## config.mk

```make
export PLATFORM = sky130hd
export DESIGN_NAME = pdfv_mul
export DESIGN_NICKNAME = d
export VERILOG_FILES = /design/src/rtl/pdfv_pkg.sv /design/src/rtl/pdfv_mul.sv
export SDC_FILE = /design/constraint.sdc
export NUM_CORES = 2
export LEC_CHECK = 0
export BUFFER_PORTS_ARGS = -buffer_cell sky130_fd_sc_hd__buf_4
export CAP_MARGIN = 20
export CORE_MARGIN = 10
export CORE_UTILIZATION = 58
export CTS_CLUSTER_SIZE = 25
export DETAILED_ROUTE_END_ITERATION = 8
export MAX_ROUTING_LAYER = met4
export PLACE_DENSITY = 0.75
export SYNTH_ARGS = -nofsm -noshare
export SYNTH_HDL_FRONTEND = slang
export SYNTH_SLANG_ARGS = --single-unit
export TNS_END_PERCENT = 5
```

## constraint.sdc

```tcl
create_clock -name clk -period 8.44 [get_ports clk]
set_input_delay 0.844 -clock clk [delete_from_list [all_inputs] [get_ports clk]]
set_output_delay 0.844 -clock clk [all_outputs]
set_load 0.01 [all_outputs]
```

## src/rtl/pdfv_pkg.sv

```systemverilog
// shared types, constants and the arctangent table for the pd follow velocity controller
package pdfv_pkg;

  localparam int CORDIC_ITERATIONS_DEF = 16;

  localparam int CW  = 54;
  localparam int ZW  = 35;
  localparam int MAW = 46;
  localparam int MBW = 25;
  localparam int MPW = MAW + MBW;

  localparam logic [2:0] REG_KP_LIN      = 3'd0;
  localparam logic [2:0] REG_KD_LIN      = 3'd1;
  localparam logic [2:0] REG_KP_ANG      = 3'd2;
  localparam logic [2:0] REG_KD_ANG      = 3'd3;
  localparam logic [2:0] REG_GOAL_TOL    = 3'd4;
  localparam logic [2:0] REG_MAX_LIN_VEL = 3'd5;
  localparam logic [2:0] REG_MAX_ANG_VEL = 3'd6;

  localparam logic signed [ZW-1:0] PI_Q30        = 35'sd3373259426;
  localparam logic signed [ZW-1:0] HALF_PI_Q30   = 35'sd1686629713;
  localparam logic signed [ZW-1:0] INV_GAIN_Q30  = 35'sd652032874;
  localparam logic [23:0]          INV_GAIN_Q24  = 24'd10188014;
  localparam logic signed [36:0]   PI_E30        = 37'sd3373259426;
  localparam logic signed [36:0]   TWO_PI_E30    = 37'sd6746518852;
  localparam logic signed [17:0]   PI_Q13        = 18'sd25736;
  localparam logic signed [17:0]   TWO_PI_Q13    = 18'sd51472;

  typedef struct packed {
    logic start;
    logic rotate;
  } cordic_cmd_t;

  function automatic logic signed [ZW-1:0] atan_step(input logic [4:0] i);
    logic signed [ZW-1:0] r;
    case (i)
      5'd0:    r = 35'sd843314857;
      5'd1:    r = 35'sd497837829;
      5'd2:    r = 35'sd263043837;
      5'd3:    r = 35'sd133525159;
      5'd4:    r = 35'sd67021687;
      5'd5:    r = 35'sd33543516;
      5'd6:    r = 35'sd16775851;
      5'd7:    r = 35'sd8388437;
      5'd8:    r = 35'sd4194283;
      5'd9:    r = 35'sd2097149;
      5'd10:   r = 35'sd1048576;
      default: r = $signed((ZW'(1) << 30) >> i);
    endcase
    return r;
  endfunction

endpackage

```

## src/rtl/pdfv_mul.sv

```systemverilog
// shared signed multiplier with registered product
module pdfv_mul import pdfv_pkg::*; (
  input  logic                  clk,
  input  logic                  en,
  input  logic signed [MAW-1:0] a,
  input  logic signed [MBW-1:0] b,
  output logic signed [MPW-1:0] p
);

  logic signed [MPW-1:0] p_r;

  always_ff @(posedge clk) begin
    if (en) begin
      p_r <= a * b;
    end
  end

  assign p = p_r;

endmodule

```

==> results.cfg <==
[outcome]
status = finished clean

[layout]
final_nets = 5725
finalInstanceArea_um2 = 42800
layout-drive-gt1-share_pct = 4.73
layout_common_cells = fa_1 (1141), inv_1 (1118), nand2_1 (736)
area_growth_pct = 4.55
largest_reg_flops = 71
layout_commonest_cell = fa_1

[flow_run]
drv_cap = 0

[min_path]
holdPathStages = 2
min_to = p[0]
min_from = a[0]
hp-class = primary input to flip-flop

[detailed_routing]
dr_total_vias = 29500
drtIter0Drc = 1864
dr.pass1.iters = 5
vias_per_cell = 5.60
wl_per_cell_um = 20.6
routed_wl_mm = 108
antenna_left = 0
drc = 0

[floorplanning]
start_util_pct = 58.4
fp-row-count = 97
die_area_um2 = 81600
core_um2 = 70000
die_w_um = 286
die_h_um = 286
ioPinCount = 144

[place]
placed_cell_area_um2 = 42400
portBuffers = 143
hpwl_mm = 89.3
gp_congestion = 0.964

[timing]
hold_viol = 0
hold-worst-slack_ns = 1.08
fin_crit_sh_pct = 94.0
min_period_ns = 7.93
maxSlewViolCount = 0
finalSetupViolCount = 0
tightestPinTransition_ns = 0.960
tns_ns = 0
slew_headroom_pct = 36.0
fmax_mhz = 126
rsz0062_at_grt = no

[yosys]
syn_area_per_cell_um2 = 9.32
seq_area_frac_synth_pct = 5.21
ys_async_sr_fraction_pct = 0
ys_warn_count = 0
synthCells = 4391
synth_seq_cells = 71
synth_edf_count = 71
syn_nets = 5788
synth-main-ff-cell = edfxtp_1
synth_cell_types = 68
synth_area_um2 = 40900

[critical_path]
critPathRequiredTime_ns = 8.53
crit_arrival_ns = 8.03
path_class = primary input to flip-flop
end_kind = flip-flop
startpoint_type = primary input
critPathMaxFanout = 46

[global_routing]
grt_max_degree = 72
grt_overflow = 0
grt_pass1_wl_mm = 177
grt_usage_pct = 28.4
antenna_found_initial = 5
grt_pass1_vias = 32800

[cts]
cts_buffers = 9
ctsResizeCount = 0
clk_pin_slew_ns = 0.06
cts_buffer_depth = 2
cts_tree = done
htreeDepth = 3
clock-root-buffer = clkbuf_16
cts_hold_buf = 0
clock-sinks = 71
cts_setup_buffers = 0
metrics by stage:
stage	std cells	util, %	setup slack (ns)
after global placement	5257	60.6	0.314
final	5275	61.1	0.506
after detailed placement	5257	60.6	0.263
after CTS	5272	61.1	0.605
after floorplan	4391	-	0.835
after global routing	5275	61.1	0.165
routing by layer:
metal	vias up	share of wire (%)	global-route usage (%)	wire length [um]
met2	1297	53	48.7	57000
li1	12400	-	-	-
met1	15500	35	32.8	37700
met3	340	6.5	3.29	7040
met4	0	6.2	14.6	6750
met5	-	0	-	0
cell families (layout without fill, tap and decap cells):
logic type	after synthesis	after routing	share of synthesized area, %
AND/OR/NAND/NOR	1322	1322	15.3
adder cells (fa/ha/maj)	1324	1324	61.4
buffers and inverters	1361	1302	12.6
multiplexers	1	1	0.0245
other	0	3	0
XOR/XNOR	76	76	1.63
AO/OA/AOI/OAI	236	236	3.91
flip-flops	71	71	5.21
cell type report:
| class | count | area [um^2] |
|---|---|---|
| repair buffers | 168 | 1290 |
| multi-input cells | 2959 | 33700 |
| clock inverters | 5 | 108 |
| flip-flops and latches | 71 | 2130 |
| diodes | 3 | 7.51 |
| inverters | 1119 | 4200 |
| fillers | 5914 | 27200 |
| well taps | 940 | 1180 |
| clock buffers | 10 | 229 |
critical path, stage by stage:
cell,delay (ns)
buf_4,0.47
nand2_1,0.18
inv_1,0.16
fa_1,0.56
fa_1,0.66
inv_1,0.20
fa_1,0.54
inv_1,0.06
fa_1,0.48
fa_1,0.50
fa_1,0.50
inv_1,0.05
fa_1,0.51
inv_1,0.05
ha_1,0.42
and2_1,0.20
nand3b_1,0.10
nor2b_1,0.32
o2111ai_1,0.29
a21oi_1,0.23
buf_4,0.17
a31oi_1,0.13
o21a_1,0.23
xnor2_1,0.12
worst max path at each step:
| stage | depth (start not counted) | from | slack, ns | end |
|---|---|---|---|---|
| floorplan | 26 | b[1] | 0.84 | p[64] |
| global placement | 24 | b[1] | 0.31 | p[69] |
| detailed placement | 24 | b[1] | 0.26 | p[65] |
| CTS | 24 | b[1] | 0.61 | p[69] |
| global route | 24 | b[1] | 0.16 | p[69] |
| finish | 24 | b[1] | 0.51 | p[65] |
synth_stat cells (14+ instances only):
master	instances	area [um^2]
inv_1	1118	4200
a21o_1	33	248
nand2_1	736	2760
nand2b_1	14	87.6
ha_1	183	2290
o21ai_0	36	180
and2_1	421	2630
nand4_1	17	106
nor3_1	14	70.1
a21oi_1	69	345
xor2_1	29	254
fa_1	1141	22800
xnor2_1	47	412
edfxtp_1	71	2130
clkbuf_1	220	826
nor2_1	75	282
Power is not shown: default switching activity piles up to over one toggle a cycle in this logic, so the estimate is an artifact.
