**config.mk**
```make
export PLATFORM = sky130hd
export DESIGN_NAME = pdfv_cordic
export DESIGN_NICKNAME = d
export VERILOG_FILES = /design/src/rtl/pdfv_pkg.sv /design/src/rtl/pdfv_cordic.sv
export SDC_FILE = /design/constraint.sdc
export NUM_CORES = 1
export LEC_CHECK = 0
export BUFFER_PORTS_ARGS = -buffer_cell sky130_fd_sc_hd__buf_2
export CORE_MARGIN = 2
export CORE_UTILIZATION = 55
export DETAILED_ROUTE_END_ITERATION = 12
export HOLD_SLACK_MARGIN = 0.1
export PLACE_DENSITY_LB_ADDON = 0.12
export RECOVER_POWER = 50
export SLEW_MARGIN = 20
export SYNTH_ARGS = -nofsm -noshare
export SYNTH_HDL_FRONTEND = slang
export SYNTH_SLANG_ARGS = --single-unit
```
**constraint.sdc**
```tcl
create_clock -name clk -period 11.35 [get_ports clk]
set_clock_uncertainty 0.05 [all_clocks]
set_input_delay 1.7025 -clock clk [delete_from_list [all_inputs] [get_ports clk]]
set_output_delay 1.7025 -clock clk [all_outputs]
set_load 0.01 [all_outputs]
```
**src/rtl/pdfv_pkg.sv**
```systemverilog
// shared types, constants and the arctangent table for the pd follow velocity controller
package pdfv_pkg;

  localparam int CORDIC_ITERATIONS_DEF = 16;

  localparam int CW  = 54;
  localparam int ZW  = 35;
  localparam int MAW = 46;
  localparam int MBW = 25;
  localparam int MPW = MAW + MBW;

  localparam logic [2:0] REG_KP_LIN      = 3'd0;
  localparam logic [2:0] REG_KD_LIN      = 3'd1;
  localparam logic [2:0] REG_KP_ANG      = 3'd2;
  localparam logic [2:0] REG_KD_ANG      = 3'd3;
  localparam logic [2:0] REG_GOAL_TOL    = 3'd4;
  localparam logic [2:0] REG_MAX_LIN_VEL = 3'd5;
  localparam logic [2:0] REG_MAX_ANG_VEL = 3'd6;

  localparam logic signed [ZW-1:0] PI_Q30        = 35'sd3373259426;
  localparam logic signed [ZW-1:0] HALF_PI_Q30   = 35'sd1686629713;
  localparam logic signed [ZW-1:0] INV_GAIN_Q30  = 35'sd652032874;
  localparam logic [23:0]          INV_GAIN_Q24  = 24'd10188014;
  localparam logic signed [36:0]   PI_E30        = 37'sd3373259426;
  localparam logic signed [36:0]   TWO_PI_E30    = 37'sd6746518852;
  localparam logic signed [17:0]   PI_Q13        = 18'sd25736;
  localparam logic signed [17:0]   TWO_PI_Q13    = 18'sd51472;

  typedef struct packed {
    logic start;
    logic rotate;
  } cordic_cmd_t;

  function automatic logic signed [ZW-1:0] atan_step(input logic [4:0] i);
    logic signed [ZW-1:0] r;
    case (i)
      5'd0:    r = 35'sd843314857;
      5'd1:    r = 35'sd497837829;
      5'd2:    r = 35'sd263043837;
      5'd3:    r = 35'sd133525159;
      5'd4:    r = 35'sd67021687;
      5'd5:    r = 35'sd33543516;
      5'd6:    r = 35'sd16775851;
      5'd7:    r = 35'sd8388437;
      5'd8:    r = 35'sd4194283;
      5'd9:    r = 35'sd2097149;
      5'd10:   r = 35'sd1048576;
      default: r = $signed((ZW'(1) << 30) >> i);
    endcase
    return r;
  endfunction

endpackage

```
**src/rtl/pdfv_cordic.sv**
```systemverilog
// iterative cordic unit, vectoring or rotation, one micro-rotation per cycle
module pdfv_cordic import pdfv_pkg::*; #(
  parameter int ITERS = CORDIC_ITERATIONS_DEF
) (
  input  logic                 clk,
  input  logic                 rst_n,
  input  cordic_cmd_t          cmd,
  input  logic signed [CW-1:0] x0,
  input  logic signed [CW-1:0] y0,
  input  logic signed [ZW-1:0] z0,
  output logic                 done,
  output logic signed [CW-1:0] x_out,
  output logic signed [ZW-1:0] z_out
);

  localparam int N  = (ITERS > 32) ? 32 : ITERS;
  localparam int IW = $clog2(N);

  logic                 busy_r;
  logic                 done_r;
  logic                 rot_r;
  logic [IW-1:0]        cnt_r;
  logic signed [CW-1:0] x_r, y_r;
  logic signed [ZW-1:0] z_r;
  logic [4:0]           sh;
  logic signed [CW-1:0] xs, ys;
  logic signed [ZW-1:0] at;

  assign sh = 5'(cnt_r);
  assign xs = x_r >>> sh;
  assign ys = y_r >>> sh;
  assign at = atan_step(sh);

  always_ff @(posedge clk) begin
    if (!rst_n) begin
      busy_r <= 1'b0;
      done_r <= 1'b0;
      cnt_r  <= '0;
    end else begin
      done_r <= 1'b0;
      if (cmd.start) begin
        busy_r <= 1'b1;
        cnt_r  <= '0;
      end else if (busy_r) begin
        cnt_r <= cnt_r + 1'b1;
        if (cnt_r == IW'(N - 1)) begin
          busy_r <= 1'b0;
          done_r <= 1'b1;
        end
      end
    end
  end

  always_ff @(posedge clk) begin
    if (cmd.start) begin
      rot_r <= cmd.rotate;
      if (cmd.rotate) begin
        x_r <= x0;
        y_r <= y0;
        z_r <= z0;
      end else if (x0 < 0) begin
        x_r <= -x0;
        y_r <= -y0;
        z_r <= (y0 >= 0) ? PI_Q30 : -PI_Q30;
      end else begin
        x_r <= x0;
        y_r <= y0;
        z_r <= '0;
      end
    end else if (busy_r) begin
      if (rot_r) begin
        if (z_r >= 0) begin
          x_r <= x_r - ys;
          y_r <= y_r + xs;
          z_r <= z_r - at;
        end else begin
          x_r <= x_r + ys;
          y_r <= y_r - xs;
          z_r <= z_r + at;
        end
      end else begin
        if (y_r > 0) begin
          x_r <= x_r + ys;
          y_r <= y_r - xs;
          z_r <= z_r + at;
        end else begin
          x_r <= x_r - ys;
          y_r <= y_r + xs;
          z_r <= z_r - at;
        end
      end
    end
  end

  assign done  = done_r;
  assign x_out = x_r;
  assign z_out = z_r;

endmodule

```
==> results.toml <==
[pwr]
seqPwrFrac_pct = 14.8
pwr-share-comb_pct = 79.8
cell_internal_pwr_mw = 4.830
powerDensity_mw_per_mm2 = 366.2
switchingPower_mw = 6.902
peakVddDrop_mv = 0.1555
finalPower_mw = 11.73
swShare_pct = 58.83
clkPwrFrac_pct = 5.4
p_leak_nw = 13.12

[routing]
top_layer_used = "met4"
met2WireLength_um = 45700
wl_met1_um = 49530
drc = 0
wire_per_inst_um = 22.14
vias_per_cell = 6.663
drt_pass1_iterations = 6
vias = 33230
drt-total-wl_um = 110400
wl_met3_um = 12870
drt_iter0_markers = 4289
antenna_left = 0

[timing]
finalSetupViolations = 0
fin_ws_ps = 2724
tightest_slew_ps = 2713
slew_headroom_pct = -80.87
hold_ws_ps = 544.6
grt_setup_unrepaired = "false"
max_freq_mhz = 115.9
tns_ps = 0
min_period_ps = 8626
report.final.hold_viol_count = 0
maxSlewViolCount = 90
fin_crit_sh_pct = 76.00

[place]
place_ws_ps = 4635
gp_congestion = 1.064
dp_cells = 4953
numPortBuffers = 236
place_area_sq_mm = 0.03158
dp_hpwl_um = 85910

[synthesis]
yosysWarnings = 0
synthSimpleGateAreaFrac_pct = 22.09
ys_seq_elements = 150
synth_edf_count = 144
synth-adder-area-share_pct = 12.45
async_reset_ff_share_pct = 0
synthCells = 4258
synth-compound-area-share_pct = 28.98
synth_top_family_by_area = "compound AO/OA/AOI/OAI gates"
synthTopCellsByArea = "edfxtp_1 14%, ha_1 12%, a21oi_1 7.6%"
synth_area_sq_mm = 0.03031
syn_nets = 4703
yosysMostFrequentCell = "nand2_1"
syn_avg_cell_area_sq_um = 7.119
yosysTopAreaCell = "edfxtp_1"
synth_cell_types = 89
synth_common_cells = "516 x nand2_1, 463 x a21oi_1, 387 x nor2_1"
synthMuxAreaShare_pct = 8.226
synthFlopType = "edfxtp_1"
yosysSeqAreaShare_pct = 14.66
synth_top_area_share_pct = 14.26
yosys.area_share.xor_xnor_pct = 6.616

[final_layout]
area_growth_pct = 5.692
instances_no_fill = 4987
final_cell_area_sq_mm = 0.03204
fill_cells = 5487
layout-drive-gt1-share_pct = 8.176
multi_input_area_sq_mm = 0.02381
regArea_sq_mm = 0.004459
nets = 4713
final_util_pct = 58.50

[grt]
grt_overflow = 0
grt_usage_pct = 37.62
grt_pass1_wl_um = 168900
grt_antenna_before_repair = 3
grt_pass1_vias = 29530
grt_max_degree = 104

[die]
die_x_um = 238.8
num_rows = 86
start_util_pct = 55.35
die_area_sq_mm = 0.05701
die_h_um = 238.8
io-pin-count = 237
core_sq_mm = 0.05477

[clock_network]
clk_pin_slew_ps = 80
numCtsBuffers = 17
root_buffer = "clkbuf_16"
cts.hold.buffers_added = 0
clock_path_buffers = 2
clkLatencyLatePin_ps = 510
cts_max_level = 4
cts_sinks = 150
cts_setup_buffers = 0
cts_tree = "yes"
ctsResizeCount = 0

[outcome]
status = "complete, but fails checks"
violations = "max-capacitance violations, max-slew violations"

[worst_setup_path]
critPathMaxStageDelay_ps = 1890
critPathKind = "input port to flop"
crit_path_start_kind = "input port"
required_ps = 11420
critPathTopFamily = "buffers and inverters"
cp_slowest_cell = "clkbuf_1"
path_buf_inv = 4
cp_common_cell = "clkbuf_1"
end_kind = "flop"
cp_cell_sequence = "clkbuf_1 > inv_1 > clkbuf_1 > nand2_1 > buf_4"
worstPathArrival_ps = 8690
critPathMaxFanout = 66

[hold_path]
min_path_type = "flop to flop"

[flow_run]
maxCapViolations = 2
-- tightest hold or removal path, stage by stage, from the launching register on --
cell and delay [ps]:
dfxtp_1 390, inv_1 110, nor3_1 50
-- worst paths after layout --
path / start / to / slack [ps] / cells past startpoint
setup / recovery: cmd[1] / y_r[21] / 2720 / 5
hold / removal: busy_r / done / 540 / 2
setup reg to reg: cnt_r[0] / z_out[31] / 4420 / 17
hold reg to reg: busy_r / done / 540 / 2
-- layout make-up --
type	instances	area share (%)
flip-flops and latches	150	13.92
inverters	294	3.448
well taps	704	2.749
repair buffers	254	3.737
clock inverters	13	0.4803
multi-input cells	3551	74.30
diodes	2	0.01562
clock buffers	19	1.351
-- sequential cells by signal, indices dropped and copies added, names as in the netlist --
name / cells
y_r: 54
z_out: 35
cnt_r: 4
busy_r: 1
rot_r: 1
done: 1
x_out: 54
-- cell families after synthesis --
| group | after synthesis |
|---|---|
| xor gates and xnor gates | 229 |
| AOI/OAI and AO/OA | 1418 |
| other | 2 |
| buffers and inverters | 557 |
| DFF | 150 |
| adders and majority gates | 298 |
| muxes | 155 |
| and+or+nand+nor | 1449 |
-- metal layers --
layer	vias to the layer above	global-route usage, %
li1	15520	-
met1	15640	56.70
met2	1913	54.34
met3	154	7.552
met4	0	9.337
met5	-	0
-- cells in the final DEF, fill, tap and decap left out, types with 20 or more instances in the layout --
master,n
a21o_1,60
a31oi_1,57
nor3_1,108
mux2i_1,68
clkbuf_1,95
inv_1,290
nand4_1,41
a31o_2,21
o211ai_1,42
a211oi_1,60
nand2_1,516
o21bai_1,57
o41ai_1,20
buf_2,144
o31ai_1,51
ha_1,292
nand3_1,103
o21ai_0,366
edfxtp_1,144
or3_1,26
mux4_2,74
nor4_1,56
xnor2_1,158
nor2_1,387
or2_2,24
a21oi_1,463
xor2_1,71
o21a_1,37
and3_1,24
nand2b_1,30
nor2b_1,52
-- power by group through the flow --
stage | Sequential (mW) | Clock (mW) | Combinational, mW
final | 1.74 | 0.633 | 9.36
after global routing | 1.74 | 0.650 | 10.2
after CTS | 1.68 | 0.635 | 9.08
after detailed placement | 1.68 | 0 | 9.00
after global placement | 1.69 | 0 | 9.03
after floorplan | 1.37 | 0 | 6.81
No activity file was read; power rests on OpenSTA's default activity.
